**config.mk**
```make
export PLATFORM = sky130hd
export DESIGN_NAME = utf8_decode_display_column_top
export DESIGN_NICKNAME = d
export VERILOG_FILES = /design/src/hw/rtl/utf8dc_pkg.sv /design/src/hw/rtl/utf8dc_front.sv /design/src/hw/rtl/utf8dc_queue.sv /design/src/hw/rtl/utf8dc_back.sv /design/src/hw/rtl/utf8_decode_display_column_top.sv
export SDC_FILE = /design/constraint.sdc
export NUM_CORES = 1
export LEC_CHECK = 0
export BUFFER_PORTS_ARGS = -buffer_cell sky130_fd_sc_hd__clkbuf_2
export CELL_PAD_IN_SITES_DETAIL_PLACEMENT = 1
export CELL_PAD_IN_SITES_GLOBAL_PLACEMENT = 2
export CORE_UTILIZATION = 43
export DETAILED_ROUTE_END_ITERATION = 8
export PLACE_DENSITY_LB_ADDON = 0.12
export SYNTH_ARGS = -nofsm -noshare
export SYNTH_HDL_FRONTEND = slang
export SYNTH_HIERARCHICAL = 1
export SYNTH_SLANG_ARGS = --single-unit
export TNS_END_PERCENT = 30
```
**constraint.sdc**
```tcl
create_clock -name clk -period 6.6 [get_ports clk]
set_input_delay 0.33 -clock clk [delete_from_list [all_inputs] [get_ports clk]]
set_output_delay 0.33 -clock clk [all_outputs]
set_load 0.02 [all_outputs]
```
**src/hw/rtl/utf8dc_pkg.sv**
```systemverilog
// ----------------------------------------------------------------------------
// utf8dc_pkg
// Shared types, constants and helpers for the UTF-8 decoder with display
// column tracking.
// ----------------------------------------------------------------------------
package utf8dc_pkg;

    localparam int LINE_BYTES  = 4096;
    localparam int POS_W       = $clog2(LINE_BYTES);
    localparam int CP_W        = 21;
    localparam int COL_W       = 13;
    localparam int QUEUE_DEPTH = 2;

    localparam logic [POS_W-1:0] POS_MAX   = POS_W'(LINE_BYTES - 1);
    localparam logic [COL_W-1:0] COL_MAX   = {COL_W{1'b1}};
    localparam logic [CP_W-1:0]  REPL_CHAR = 21'h00FFFD;

    typedef enum logic [2:0] {
        LEAD_ASCII,
        LEAD_TWO,
        LEAD_THREE,
        LEAD_FOUR,
        LEAD_BAD
    } lead_kind_t;

    // One accepted byte, as a run of results for the back end
    typedef struct packed {
        logic [1:0]       pre_cnt;
        logic [POS_W-1:0] pre_start;
        logic             has_char;
        logic [CP_W-1:0]  char_cp;
        logic [1:0]       char_w;
        logic [POS_W-1:0] char_off;
        logic [1:0]       post_cnt;
        logic [POS_W-1:0] post_start;
        logic [2:0]       total;
        logic             last;
    } utf8dc_cmd_t;

    function automatic logic [1:0] wide_of(input logic [CP_W-1:0] cp);
        logic wide;
        wide = (cp >= 21'h04E00 && cp <= 21'h09FFF)
            || (cp >= 21'h03400 && cp <= 21'h04DBF)
            || (cp >= 21'h20000 && cp <= 21'h2A6DF)
            || (cp >= 21'h0F900 && cp <= 21'h0FAFF)
            || (cp >= 21'h0AC00 && cp <= 21'h0D7AF)
            || (cp >= 21'h01100 && cp <= 21'h011FF)
            || (cp >= 21'h03040 && cp <= 21'h030FF)
            || (cp >= 21'h03000 && cp <= 21'h0303F)
            || (cp >= 21'h0FF01 && cp <= 21'h0FF60)
            || (cp >= 21'h0FFE0 && cp <= 21'h0FFE6)
            || (cp >= 21'h03200 && cp <= 21'h033FF)
            || (cp >= 21'h02E80 && cp <= 21'h02FFF)
            || (cp >= 21'h03100 && cp <= 21'h0312F);
        return wide ? 2'd2 : 2'd1;
    endfunction

    function automatic logic [POS_W-1:0] pos_add(input logic [POS_W-1:0] a,
                                                 input logic [1:0]       k);
        logic [POS_W:0] sum;
        sum = {1'b0, a} + {{(POS_W-1){1'b0}}, k};
        return (sum > {1'b0, POS_MAX}) ? POS_MAX : sum[POS_W-1:0];
    endfunction

endpackage

```
**src/hw/rtl/utf8dc_front.sv**
```systemverilog
// ----------------------------------------------------------------------------
// utf8dc_front
// Accepts bytes, tracks the pending UTF-8 sequence and turns each byte into
// a command that lists the results it causes.
// ----------------------------------------------------------------------------
module utf8dc_front
    import utf8dc_pkg::*;
(
    input  logic             clk,
    input  logic             rst_n,
    input  logic             byte_valid,
    output logic             byte_stall,
    input  logic [7:0]       in_byte,
    input  logic             line_end,
    input  logic             queue_full,
    output logic             cmd_valid,
    output utf8dc_cmd_t      cmd
);

    logic [CP_W-1:0]  pp_reg, pp_next;
    logic [1:0]       bexp_reg, bexp_next;
    logic [1:0]       btaken_reg, btaken_next;
    logic [POS_W-1:0] seqst_reg, seqst_next;
    logic [POS_W-1:0] bpos_reg, bpos_next;

    logic             accept;
    logic             pending;
    logic             is_cont;
    logic [CP_W-1:0]  cont_pp;
    lead_kind_t       kind;
    utf8dc_cmd_t      c;

    assign byte_stall = queue_full;
    assign accept     = byte_valid && !queue_full;
    assign cmd_valid  = accept && (c.total != 3'd0);
    assign cmd        = c;

    always_comb
    begin
        if (in_byte[7] == 1'b0)
            kind = LEAD_ASCII;
        else if (in_byte[7:5] == 3'b110)
            kind = LEAD_TWO;
        else if (in_byte[7:4] == 4'b1110)
            kind = LEAD_THREE;
        else if (in_byte[7:3] == 5'b11110)
            kind = LEAD_FOUR;
        else
            kind = LEAD_BAD;
    end

    always_comb
    begin
        pending     = (bexp_reg != 2'd0);
        is_cont     = (in_byte[7:6] == 2'b10);
        cont_pp     = {pp_reg[CP_W-7:0], in_byte[5:0]};
        pp_next     = pp_reg;
        bexp_next   = bexp_reg;
        btaken_next = btaken_reg;
        seqst_next  = seqst_reg;
        c           = '0;

        if (pending && is_cont)
        begin
            if (bexp_reg == 2'd1)
            begin
                c.has_char  = 1'b1;
                c.char_cp   = cont_pp;
                c.char_off  = seqst_reg;
                pp_next     = '0;
                bexp_next   = 2'd0;
                btaken_next = 2'd0;
            end
            else
            begin
                pp_next     = cont_pp;
                bexp_next   = bexp_reg - 2'd1;
                btaken_next = btaken_reg + 2'd1;
            end
        end
        else
        begin
            if (pending)
            begin
                c.pre_cnt   = btaken_reg;
                c.pre_start = seqst_reg;
            end
            pp_next     = '0;
            bexp_next   = 2'd0;
            btaken_next = 2'd0;
            unique case (kind)
                LEAD_ASCII:
                begin
                    c.has_char = 1'b1;
                    c.char_cp  = {13'd0, in_byte};
                    c.char_off = bpos_reg;
                end
                LEAD_TWO:
                begin
                    pp_next     = {16'd0, in_byte[4:0]};
                    bexp_next   = 2'd1;
                    btaken_next = 2'd1;
                    seqst_next  = bpos_reg;
                end
                LEAD_THREE:
                begin
                    pp_next     = {17'd0, in_byte[3:0]};
                    bexp_next   = 2'd2;
                    btaken_next = 2'd1;
                    seqst_next  = bpos_reg;
                end
                LEAD_FOUR:
                begin
                    pp_next     = {18'd0, in_byte[2:0]};
                    bexp_next   = 2'd3;
                    btaken_next = 2'd1;
                    seqst_next  = bpos_reg;
                end
                default:
                begin
                    c.has_char = 1'b1;
                    c.char_cp  = REPL_CHAR;
                    c.char_off = bpos_reg;
                end
            endcase
        end

        c.char_w  = wide_of(c.char_cp);
        bpos_next = pos_add(bpos_reg, 2'd1);

        if (line_end)
        begin
            c.post_cnt   = btaken_next;
            c.post_start = seqst_next;
            c.last       = 1'b1;
            pp_next      = '0;
            bexp_next    = 2'd0;
            btaken_next  = 2'd0;
            seqst_next   = '0;
            bpos_next    = '0;
        end

        c.total = {1'b0, c.pre_cnt} + {2'd0, c.has_char} + {1'b0, c.post_cnt};
    end

    always_ff @(posedge clk or negedge rst_n)
    begin
        if (!rst_n)
        begin
            pp_reg     <= '0;
            bexp_reg   <= 2'd0;
            btaken_reg <= 2'd0;
            seqst_reg  <= '0;
            bpos_reg   <= '0;
        end
        else if (accept)
        begin
            pp_reg     <= pp_next;
            bexp_reg   <= bexp_next;
            btaken_reg <= btaken_next;
            seqst_reg  <= seqst_next;
            bpos_reg   <= bpos_next;
        end
    end

endmodule

```
**src/hw/rtl/utf8dc_queue.sv**
```systemverilog
// ----------------------------------------------------------------------------
// utf8dc_queue
// Short command queue between the front and back ends.
// ----------------------------------------------------------------------------
module utf8dc_queue
    import utf8dc_pkg::*;
(
    input  logic        clk,
    input  logic        rst_n,
    input  logic        push,
    input  utf8dc_cmd_t push_cmd,
    input  logic        pop,
    output utf8dc_cmd_t head,
    output logic        head_valid,
    output logic        full
);

    localparam int PTR_W = (QUEUE_DEPTH > 1) ? $clog2(QUEUE_DEPTH) : 1;
    localparam int CNT_W = $clog2(QUEUE_DEPTH + 1);

    utf8dc_cmd_t      slot_reg [QUEUE_DEPTH];
    logic [PTR_W-1:0] wr_ptr_reg, wr_ptr_next;
    logic [PTR_W-1:0] rd_ptr_reg, rd_ptr_next;
    logic [CNT_W-1:0] count_reg, count_next;

    assign head       = slot_reg[rd_ptr_reg];
    assign head_valid = (count_reg != '0);
    assign full       = (count_reg == CNT_W'(QUEUE_DEPTH));

    always_comb
    begin
        wr_ptr_next = wr_ptr_reg;
        rd_ptr_next = rd_ptr_reg;
        count_next  = count_reg;
        if (push)
            wr_ptr_next = (wr_ptr_reg == PTR_W'(QUEUE_DEPTH - 1)) ? '0 : wr_ptr_reg + 1'b1;
        if (pop)
            rd_ptr_next = (rd_ptr_reg == PTR_W'(QUEUE_DEPTH - 1)) ? '0 : rd_ptr_reg + 1'b1;
        if (push && !pop)
            count_next = count_reg + 1'b1;
        else if (pop && !push)
            count_next = count_reg - 1'b1;
    end

    always_ff @(posedge clk or negedge rst_n)
    begin
        if (!rst_n)
        begin
            wr_ptr_reg <= '0;
            rd_ptr_reg <= '0;
            count_reg  <= '0;
        end
        else
        begin
            wr_ptr_reg <= wr_ptr_next;
            rd_ptr_reg <= rd_ptr_next;
            count_reg  <= count_next;
        end
    end

    always_ff @(posedge clk)
    begin
        if (push)
            slot_reg[wr_ptr_reg] <= push_cmd;
    end

endmodule

```
**src/hw/rtl/utf8dc_back.sv**
```systemverilog
// ----------------------------------------------------------------------------
// utf8dc_back
// Expands each command into result items, one per cycle while char_stall
// allows, and tracks the display column.
// ----------------------------------------------------------------------------
module utf8dc_back
    import utf8dc_pkg::*;
(
    input  logic              clk,
    input  logic              rst_n,
    input  utf8dc_cmd_t       head,
    input  logic              head_valid,
    output logic              pop,
    output logic              char_valid,
    input  logic              char_stall,
    output logic [CP_W-1:0]   code_point,
    output logic [1:0]        char_width,
    output logic [POS_W-1:0]  char_offset,
    output logic [COL_W-1:0]  start_column,
    output logic              run_last,
    output logic              line_done
);

    logic [1:0]       idx_reg, idx_next;
    logic [COL_W-1:0] col_reg, col_next;
    logic             out_valid_reg, out_valid_next;
    logic [CP_W-1:0]  cp_reg;
    logic [1:0]       w_reg;
    logic [POS_W-1:0] off_reg;
    logic [COL_W-1:0] scol_reg;
    logic             run_last_reg;
    logic             line_done_reg;

    logic             advance;
    logic             is_final;
    logic [CP_W-1:0]  sel_cp;
    logic [1:0]       sel_w;
    logic [POS_W-1:0] sel_off;
    logic [1:0]       post_k;
    logic [COL_W:0]   col_sum;

    assign advance = head_valid && (!out_valid_reg || !char_stall);
    assign pop     = advance && is_final;

    always_comb
    begin
        is_final = ({1'b0, idx_reg} + 3'd1) == head.total;
        post_k   = idx_reg - head.pre_cnt - {1'b0, head.has_char};
        if (idx_reg < head.pre_cnt)
        begin
            sel_cp  = REPL_CHAR;
            sel_w   = 2'd1;
            sel_off = pos_add(head.pre_start, idx_reg);
        end
        else if (head.has_char && idx_reg == head.pre_cnt)
        begin
            sel_cp  = head.char_cp;
            sel_w   = head.char_w;
            sel_off = head.char_off;
        end
        else
        begin
            sel_cp  = REPL_CHAR;
            sel_w   = 2'd1;
            sel_off = pos_add(head.post_start, post_k);
        end

        col_sum        = {1'b0, col_reg} + {{(COL_W-1){1'b0}}, sel_w};
        idx_next       = idx_reg;
        col_next       = col_reg;
        out_valid_next = out_valid_reg;
        if (advance)
        begin
            out_valid_next = 1'b1;
            if (is_final)
            begin
                idx_next = 2'd0;
                col_next = head.last ? '0 :
                           (col_sum[COL_W] ? COL_MAX : col_sum[COL_W-1:0]);
            end
            else
            begin
                idx_next = idx_reg + 2'd1;
                col_next = col_sum[COL_W] ? COL_MAX : col_sum[COL_W-1:0];
            end
        end
        else if (!char_stall)
        begin
            out_valid_next = 1'b0;
        end
    end

    always_ff @(posedge clk or negedge rst_n)
    begin
        if (!rst_n)
        begin
            idx_reg       <= 2'd0;
            col_reg       <= '0;
            out_valid_reg <= 1'b0;
        end
        else
        begin
            idx_reg       <= idx_next;
            col_reg       <= col_next;
            out_valid_reg <= out_valid_next;
        end
    end

    always_ff @(posedge clk)
    begin
        if (advance)
        begin
            cp_reg        <= sel_cp;
            w_reg         <= sel_w;
            off_reg       <= sel_off;
            scol_reg      <= col_reg;
            run_last_reg  <= is_final;
            line_done_reg <= is_final && head.last;
        end
    end

    assign char_valid   = out_valid_reg;
    assign code_point   = cp_reg;
    assign char_width   = w_reg;
    assign char_offset  = off_reg;
    assign start_column = scol_reg;
    assign run_last     = run_last_reg;
    assign line_done    = line_done_reg;

endmodule

```
**src/hw/rtl/utf8_decode_display_column_top.sv**
```systemverilog
// ----------------------------------------------------------------------------
// utf8_decode_display_column_top
// UTF-8 decoder reporting code point, display width, byte offset and start
// column of each character of a line.
// ----------------------------------------------------------------------------
// Path: a byte's command is registered in the command queue and each of its
//   results in the back end output register; further results of the same
//   byte follow one per cycle while char_stall is low.
// Throughput: one byte per cycle while each byte gives at most one result and
//   char_stall is low; the two-entry command queue absorbs multi-result bytes.
// Reset: rst_n clears decode state, column, queue and output valid at once.
// ----------------------------------------------------------------------------
module utf8_decode_display_column_top
    import utf8dc_pkg::*;
(
    input  logic              clk,
    input  logic              rst_n,
    input  logic              byte_valid,
    output logic              byte_stall,
    input  logic [7:0]        in_byte,
    input  logic              line_end,
    output logic              char_valid,
    input  logic              char_stall,
    output logic [CP_W-1:0]   code_point,
    output logic [1:0]        char_width,
    output logic [POS_W-1:0]  char_offset,
    output logic [COL_W-1:0]  start_column,
    output logic              run_last,
    output logic              line_done
);

    utf8dc_cmd_t front_cmd;
    utf8dc_cmd_t head_cmd;
    logic        front_valid;
    logic        queue_full;
    logic        head_valid;
    logic        pop;

    utf8dc_front u_front
    (
        .clk        (clk),
        .rst_n      (rst_n),
        .byte_valid (byte_valid),
        .byte_stall (byte_stall),
        .in_byte    (in_byte),
        .line_end   (line_end),
        .queue_full (queue_full),
        .cmd_valid  (front_valid),
        .cmd        (front_cmd)
    );

    utf8dc_queue u_queue
    (
        .clk        (clk),
        .rst_n      (rst_n),
        .push       (front_valid),
        .push_cmd   (front_cmd),
        .pop        (pop),
        .head       (head_cmd),
        .head_valid (head_valid),
        .full       (queue_full)
    );

    utf8dc_back u_back
    (
        .clk          (clk),
        .rst_n        (rst_n),
        .head         (head_cmd),
        .head_valid   (head_valid),
        .pop          (pop),
        .char_valid   (char_valid),
        .char_stall   (char_stall),
        .code_point   (code_point),
        .char_width   (char_width),
        .char_offset  (char_offset),
        .start_column (start_column),
        .run_last     (run_last),
        .line_done    (line_done)
    );

endmodule

```
After elaboration in Yosys (flattened, before gate mapping)
Memory sizes are Yosys's and may differ from the RTL's.
Cells that the tools add are included.
{"block": "totals", "mem_count": 1, "ramBits": 136, "register_bits": 113, "elab_cells": 174, "output_inout_bits": 52, "in_bits": 13}
{"memory": "u_queue.slot_reg", "depth": 2, "word_bits": 68, "read_ports": 1, "rd_clocked_by_memory_dff": 0, "wr": 1, "line_no": "utf8dc_queue.sv:21", "source": "utf8dc_cmd_t slot_reg [QUEUE_DEPTH];"}
{"block": "classes", "magnitude_cmp": 30, "eq_ne": 12, "n_reduce_logical": 47, "bitwise": 1, "mux": 50, "n_addsub": 16}
{"op": "two-way mux 12 bit", "n": 12}
{"op": "greater-or-equal comparator 21 x 14 -> 1 bit (second input constant)", "n": 6}
{"op": "less-or-equal comparator 21 x 14 -> 1 bit (second input constant)", "n": 5}
{"op": "less-or-equal comparator 21 x 16 -> 1 bit (second input constant)", "n": 5}
{"op": "greater-or-equal comparator 21 x 16 -> 1 bit (second input constant)", "n": 4}
{"op": "two-way mux 15 bit", "n": 3}
{"op": "two-way mux 22 bit", "n": 2}
{"op": "one-hot mux 22 bit (2 select lines)", "n": 1}
{"op": "two-way mux 14 bit", "n": 3}
{"op": "> comparator 13 x 12 -> 1 bit (second input constant)", "n": 3}
{"op": "two-way mux 13 bit", "n": 3}
{"op": "adder 12 x 2 -> 13 bit", "n": 2}
{"op": "two-way mux 2 bit", "n": 12}
{"op": "logical AND 1 bit", "n": 22}
{"op": "greater-or-equal comparator 21 x 13 -> 1 bit (second input constant)", "n": 1}
{"op": "greater-or-equal comparator 21 x 15 -> 1 bit (second input constant)", "n": 1}
{"op": "greater-or-equal comparator 21 x 18 -> 1 bit (second input constant)", "n": 1}
{"op": "less-or-equal comparator 21 x 13 -> 1 bit (second input constant)", "n": 1}
{"op": "less-or-equal comparator 21 x 15 -> 1 bit (second input constant)", "n": 1}
{"op": "less-or-equal comparator 21 x 18 -> 1 bit (second input constant)", "n": 1}
{"op": "one-hot mux 5 bit (3 select lines)", "n": 1}
{"op": "adder 13 x 2 -> 14 bit", "n": 1}
{"op": "adder 12 x 1 -> 13 bit (second input constant)", "n": 1}
{"op": "logical OR 1 bit", "n": 13}
{"op": "other kinds (29)", "n": 51}

Longest topological paths before layout
Gate-level depths: netlist of run 1.
{"block": "depth", "depth_word": 24, "ltp_mapped": 17, "depth_no_buf": 13}

Cells and area by module
The synthesis of run 1 kept the hierarchy.
{"mod": "utf8dc_queue", "seq_area_each_um2": 4184.0, "area_per_inst_um2": 5138.7, "cells_each": 228, "n_inst": 1}
{"mod": "utf8dc_front", "seq_area_each_um2": 1076.0, "area_per_inst_um2": 4086.4, "cells_each": 538, "n_inst": 1}
{"mod": "utf8dc_back", "seq_area_each_um2": 1901.8, "area_per_inst_um2": 3417.0, "cells_each": 298, "n_inst": 1}

Least setup slack after synthesis of run 1
No wires, ideal clock.
{"block": "synth_timing", "path_kind": "input to register", "from": "input port in_byte[7]", "to": "memory u_queue/slot_reg[0][0] (netlist name) (enable)", "arrival_ps": 5673, "cell_stages": 11, "path_slack_ps": 425, "required_ps": 6097, "path_cell_list": "buf_4 > and2_1 > nand2_1 > clkbuf_1 > o21ai_0 > and2_1 > fa_1 > fa_1 > nor3_1 > nor2_1 > nor2b_1"}
{"item": "start: declaration", "line_no": "utf8_decode_display_column_top.sv:20", "source": "input logic [7:0] in_byte,"}
{"item": "end: declaration", "line_no": "utf8dc_queue.sv:21"}

==> results of run 1 <==
==> layout make-up <==
| cell class | count | share of cell area [%] |
|---|---|---|
| clock inverters | 11 | 0.764 |
| inverters | 35 | 0.944 |
| repair buffers | 77 | 3.02 |
| diodes | 1 | 0.0180 |
| multi-input cells | 709 | 35.8 |
| flip-flops and latches | 245 | 50.6 |
| well taps | 384 | 3.45 |
| clock buffers | 39 | 5.39 |
==> metal layers <==
layer	vias up	part of all wire, %
li1	4055	-
met1	4290	50
met2	159	45
met3	49	3.2
met4	0	2.1
met5	-	0
==> metrics by stage <==
stage / setup WS, ns / power (uW) / utilization (%) / cells
finish: 1.96 / 5780 / 48.6 / 1501
global route: 1.66 / 6110 / 48.6 / 1500
CTS: 1.97 / 5830 / 48.6 / 1500
detailed placement: 1.77 / 4360 / 45.6 / 1449
global placement: 1.95 / 4310 / 45.6 / 1449
floorplan: 0.535 / 3800 / - / 1058
==> layout by cell type, fill, tap and decap left out, types with 16 or more instances in the layout <==
master,count
and2_1,33
nor2_1,42
a22o_1,23
edfxtp_1,182
nand3_1,28
a21oi_1,51
nor3_1,23
nand2b_1,20
a21boi_0,25
clkbuf_16,27
nand4_1,16
mux2_2,57
nand2_1,108
o21ai_0,39
inv_1,33
clkbuf_2,63
dfrtp_1,62
==> worst min-delay path by stage <==
| stage | start | depth (start not counted) | end |
|---|---|---|---|
| 4_1_cts | rst_n | 2 | u_queue/count_reg[1] |
| 6_report | rst_n | 2 | u_queue/count_reg[1] |
| 3_3_place_gp | u_front/bexp_reg[1] | 2 | u_front/bexp_reg[1] |
| 2_1_floorplan | rst_n | 0 | u_back/char_valid |
| 3_5_place_dp | u_front/bexp_reg[1] | 2 | u_front/bexp_reg[1] |
| 5_1_grt | rst_n | 2 | u_front/seqst_reg[9] |
==> critical path, delay by kind of cell, from the launching register on <==
kind | cells | cell delay, ns
DFF | 1 | 0.41
and+or+nand+nor | 5 | 1.76
buffers and inverters | 2 | 0.52
adders and majority gates | 3 | 1.41
AOI/OAI and AO/OA | 1 | 0.17
==> what timing repair did <==
action / 4_1_cts / 5_1_grt
endpoints found under the hold margin: 1 / 0
setup buffers: 0 / 0
hold buffers: 1 / 0
==> power breakdown <==
part / switching, uW / internal [uW]
Combinational: 1220 / 734
Clock: 617 / 837
Sequential: 220 / 2150
Total: 2060 / 3720
==> results.toml, run 1 <==
[critical_path]
reg2reg_depth = 11
required_time_worst_endpoint_ns = 6.81
worst_path_most_repeated_cell = "fa_1"
end_of_the_critical_path = "u_queue/slot_reg[0][44]"
worstPathArrival_ns = 4.85
critical_path.reg2reg.endpoint = "u_queue/slot_reg[0][44]"
crit_path_end_kind = "register"
critPathLaunch = "u_front/bexp_reg[0]"
crit_path_top_delay_cell = "nor2b_4"
crit_chain = "inv_1 -> ha_1 -> or4b_1 -> o21ai_0 -> and2_1 -> fa_1 -> fa_1 -> nor3_1 -> nor2_1 -> nor2b_4 -> buf_4"
critical-path-max-stage-delay_ns = 0.86
ff_to_ff_setup_slack_ns = 1.96
worstSetupPathType = "register to register"
startpoint_class_of_the_critical_path = "register"
rr_startpoint = "u_front/bexp_reg[0]"
timing.critical_path.fanout_max = 33

[cts]
clock_sinks = 245
clkLatencyLatePin_ns = 0.56
cts-buffers-inserted = 27
bufs_on_longest_clock_path = 3
cts_htree_levels = 1
cts-root-buf = "clkbuf_16"
cts_tree = "yes"
path_clk_slew_ns = 0.06
number_of_resized_instances_in_the_post_cts_repair_step = 0

[sta]
slew_violations = 0
setup-violations-final = 0
fin_tns_setup_ns = 0
finalCriticalPeriod_ns = 4.64
fin_worst_skew_ns = 0.0227
fin_hold_ws_ns = -0.0108
rsz_0062_raised_after_global_routing = "no"
final_min_period_over_clock_period_pct = 70.4
hold_viol = 3
fmax_ghz = 0.215
max_slew_margin_pct = 34.4
tightestPinTransition_ns = 0.982

[run_status]
violations = "negative hold slack"
status = "finished with violations"

[detailed_routing]
post_route_drc_violation_count = 0
antenna_nets_post_route = 0
routed_wire_length_per_instance_um = 21.1
wirelength_um = 31700
vias = 8553
vias_per_cell = 5.70
drt_pass1_iterations = 5
drt-initial-drc-count = 681

[power_and_ir_drop]
cellLeakagePower_uw = 0.00516
power.ir.vdd_worst_mv = 0.238
power_per_standard_cell_area_nw_per_um2 = 415

[cells_and_area]
final_cell_area_um2 = 13900
fill_count = 3044
largest_register_ffs = 132
multi_input_area_um2 = 4990
syn2layout_area_growth_pct = 11.4
layout.nets = 1128
regArea_um2 = 7040
layout-drive-gt1-share_pct = 20.6

[logic_synthesis]
syn_area_per_cell_um2 = 11.8
yosysWarnings = 6
cell_area_after_technology_mapping_um2 = 12500
mappedNetlistNets = 1091
syn_inst = 1058

[global_route]
grt.busiest_layer = "met1"
met2_usage_grt_pct = 32.8
grt_max_degree = 64
groute.layer.met1.usage_pct = 33.1
grt_pass1_wl_um = 49200
grt_overflow_total = 0
antenna_violations_before_repair = 0
grt_pass1_vias = 8484
groute.layer.met3.usage_pct = 2.20
all_layer_gr_usage_pct = 21.8

[placed_design]
port-buffer-count = 64
placement.cell_area_um2 = 13100
detailed_place_hpwl_um = 21500
gpl.final_weighted_congestion = 0.829

[floorplanning]
placement_rows = 62
placeableCoreArea_um2 = 28600
die_height_um = 172
floorplan.die_area_um2 = 29800
die_w_um = 172
initial_utilization_pct = 43.7
io_pins = 65

[min_path]
hold_wc_path_type = "primary input to async pin"

[job]
drv_cap = 0
No activity file was read; power rests on OpenSTA's default activity.
==> inputs of run 2 (changes only) <==
Settings changed: CORE_UTILIZATION 43 to 38.
Clock period 6.6 ns to 3.95 ns, I/O delays scaled along.
==> run 2 against run 1 <==
  * The run now ends clean
  * Largest power group unchanged
  * Critical path depth unchanged
  * Critical endpoint is now u_queue/slot_reg[0][12]
  * Largest cell class unchanged
  * Core utilization fell by 4.5 points
  * First-iteration DRC count down 13%
==> results.toml, run 2 (synthesis gave the netlist of run 1 again) <==
[run_status]
status = "finished clean"

[cts]
clock_sinks = 245
cts-buffers-inserted = 29
cts_htree_levels = 1
number_of_resized_instances_in_the_post_cts_repair_step = 0
cts-root-buf = "clkbuf_16"
path_clk_slew_ns = 0.06
cts_tree = "yes"
clkLatencyLatePin_ns = 0.56
bufs_on_longest_clock_path = 3
post-cts-setup-buffers = 0

[detailed_routing]
drt-initial-drc-count = 594
post_route_drc_violation_count = 0
routed_wire_length_per_instance_um = 20.8
antenna_nets_post_route = 0
vias = 8626
drt_pass1_iterations = 5
wirelength_um = 33000
vias_per_cell = 5.45

[critical_path]
worst_path_most_repeated_cell = "fa_1"
timing.critical_path.fanout_max = 42
required_time_worst_endpoint_ns = 4.19
cpLargestDelayFamily = "adder cells"
critical-path-max-stage-delay_ns = 0.53
worstPathArrival_ns = 3.81
crit_path_top_delay_cell = "fa_1"
startpoint_class_of_the_critical_path = "register"
reg2reg_depth = 11
cp.depth = 11
crit_path_end_kind = "register"
crit_chain = "inv_1 -> ha_1 -> or4b_1 -> o21ai_0 -> and2_1 -> fa_1 -> fa_1 -> nor3_1 -> nor2_1 -> nor2b_4 -> buf_12"
worstSetupPathType = "register to register"
crit_buf_inv = 2

[sta]
fin_tns_setup_ns = 0
hold_viol = 0
fin_worst_skew_ns = 0.0145
fmax_ghz = 0.280
final_min_period_over_clock_period_pct = 90.4
tightestPinTransition_ns = 0.930
fin_hold_ws_ns = 0.0369
setup-violations-final = 0
finalCriticalPeriod_ns = 3.57
slew_violations = 0
max_slew_margin_pct = 37.7
rsz_0062_raised_after_global_routing = "no"

[cells_and_area]
largest_register_ffs = 132
antenna_cells = 0
layout_common_cells = "edfxtp_1 (182), nand2_1 (108), clkbuf_2 (63)"
layout.nets = 1152
syn2layout_area_growth_pct = 14.6
final_common_cell = "edfxtp_1"
layout-drive-gt1-share_pct = 22.2

[global_route]
grt_max_degree = 47
all_layer_gr_usage_pct = 19.9
grt_pass1_vias = 8621
grt_pass1_wl_um = 51800
antenna_violations_before_repair = 0
grt_overflow_total = 0

[floorplanning]
initial_utilization_pct = 38.5
io_pins = 65
floorplan.die_area_um2 = 33600
die_w_um = 183
placeableCoreArea_um2 = 32500
die_height_um = 183
placement_rows = 66

[min_path]
holdPathStages = 2
hold_wc_path_type = "primary input to register"

[power_and_ir_drop]
power.ir.vdd_worst_mv = 0.352
cellLeakagePower_uw = 0.00530
power_per_standard_cell_area_nw_per_um2 = 697
design_power_total_uw = 9980

[placed_design]
port-buffer-count = 64
gpl.final_weighted_congestion = 0.839
detailed_place_hpwl_um = 23100

[job]
drv_cap = 0
-- run 2: cell types whose count changed in the layout (fill, tap and decap cells not counted) --
cell / before / now
diode_2: 1 / 0
dlygate4sd3_1: 1 / 4
clkinv_1: 0 / 6
clkbuf_8: 3 / 0
buf_12: 0 / 4
buf_4: 12 / 27
inv_8: 0 / 1
clkbuf_16: 27 / 29
clkbuf_1: 9 / 3
bufinv_16: 1 / 3
clkinvlp_4: 0 / 5
clkinv_2: 6 / 2
clkinv_4: 1 / 2
-- run 2: report_power, final --
part	internal (uW)	switching (uW)	total, uW
registers	3590	305	3890
logic	1310	2110	3420
clock network	1560	1100	2660
-- run 2: path summary, 6_finish.rpt --
path	start	end	slack (ns)
worst max register to register	u_front/bexp_reg[1]	u_queue/slot_reg[0][12]	0.38
worst min-delay path	in_byte[5]	u_front/pp_reg[5]	0.04
max in group asynchronous	rst_n	u_queue/rd_ptr_reg	3.26
worst max-delay path	u_front/bexp_reg[1]	u_queue/slot_reg[0][12]	0.38
worst min register to register	u_queue/count_reg[1]	u_queue/count_reg[1]	0.47
min in group asynchronous	rst_n	u_front/seqst_reg[9]	0.23
-- run 2: area by class of cell --
cell class              count  area [um^2]
clock buffers              32          737
clock inverters            22          226
fillers                  3446        18100
inverters                  35          131
multi-input cells         709         4990
flip-flops and latches    245         7040
well taps                 442          553
repair buffers             99          643
-- run 2: worst reg2reg max path: stages, from the launching register on --
cell,delay [ns]
dfrtp_1,0.37
inv_1,0.07
ha_1,0.33
or4b_1,0.19
o21ai_0,0.10
and2_1,0.20
fa_1,0.44
fa_1,0.53
nor3_1,0.06
nor2_1,0.23
nor2b_4,0.41
buf_12,0.29
-- run 2: through the flow --
step / utilization (%) / worst slack (ns) / instances / area, um^2
floorplan: - / 0.0424 / 1058 / 12500
global placement: 41.0 / 0.422 / 1526 / 13300
detailed placement: 41.0 / 0.358 / 1526 / 13300
CTS: 44.1 / 0.329 / 1584 / 14300
global route: 44.1 / 0.0592 / 1584 / 14300
finish: 44.1 / 0.380 / 1584 / 14300
-- run 2: what timing repair did --
action	in CTS	in global routing
hold buffers	4	0
endpoints found under the hold margin	66	0
endpoints found under the setup margin	0	0
-- run 2: metal layers --
layer	routed length (um)	vias up	track usage [%]
met3	992	32	2.28
met5	0	-	0
li1	-	4093	-
met2	14300	154	30.3
met1	17200	4347	30.6
met4	484	0	3.67
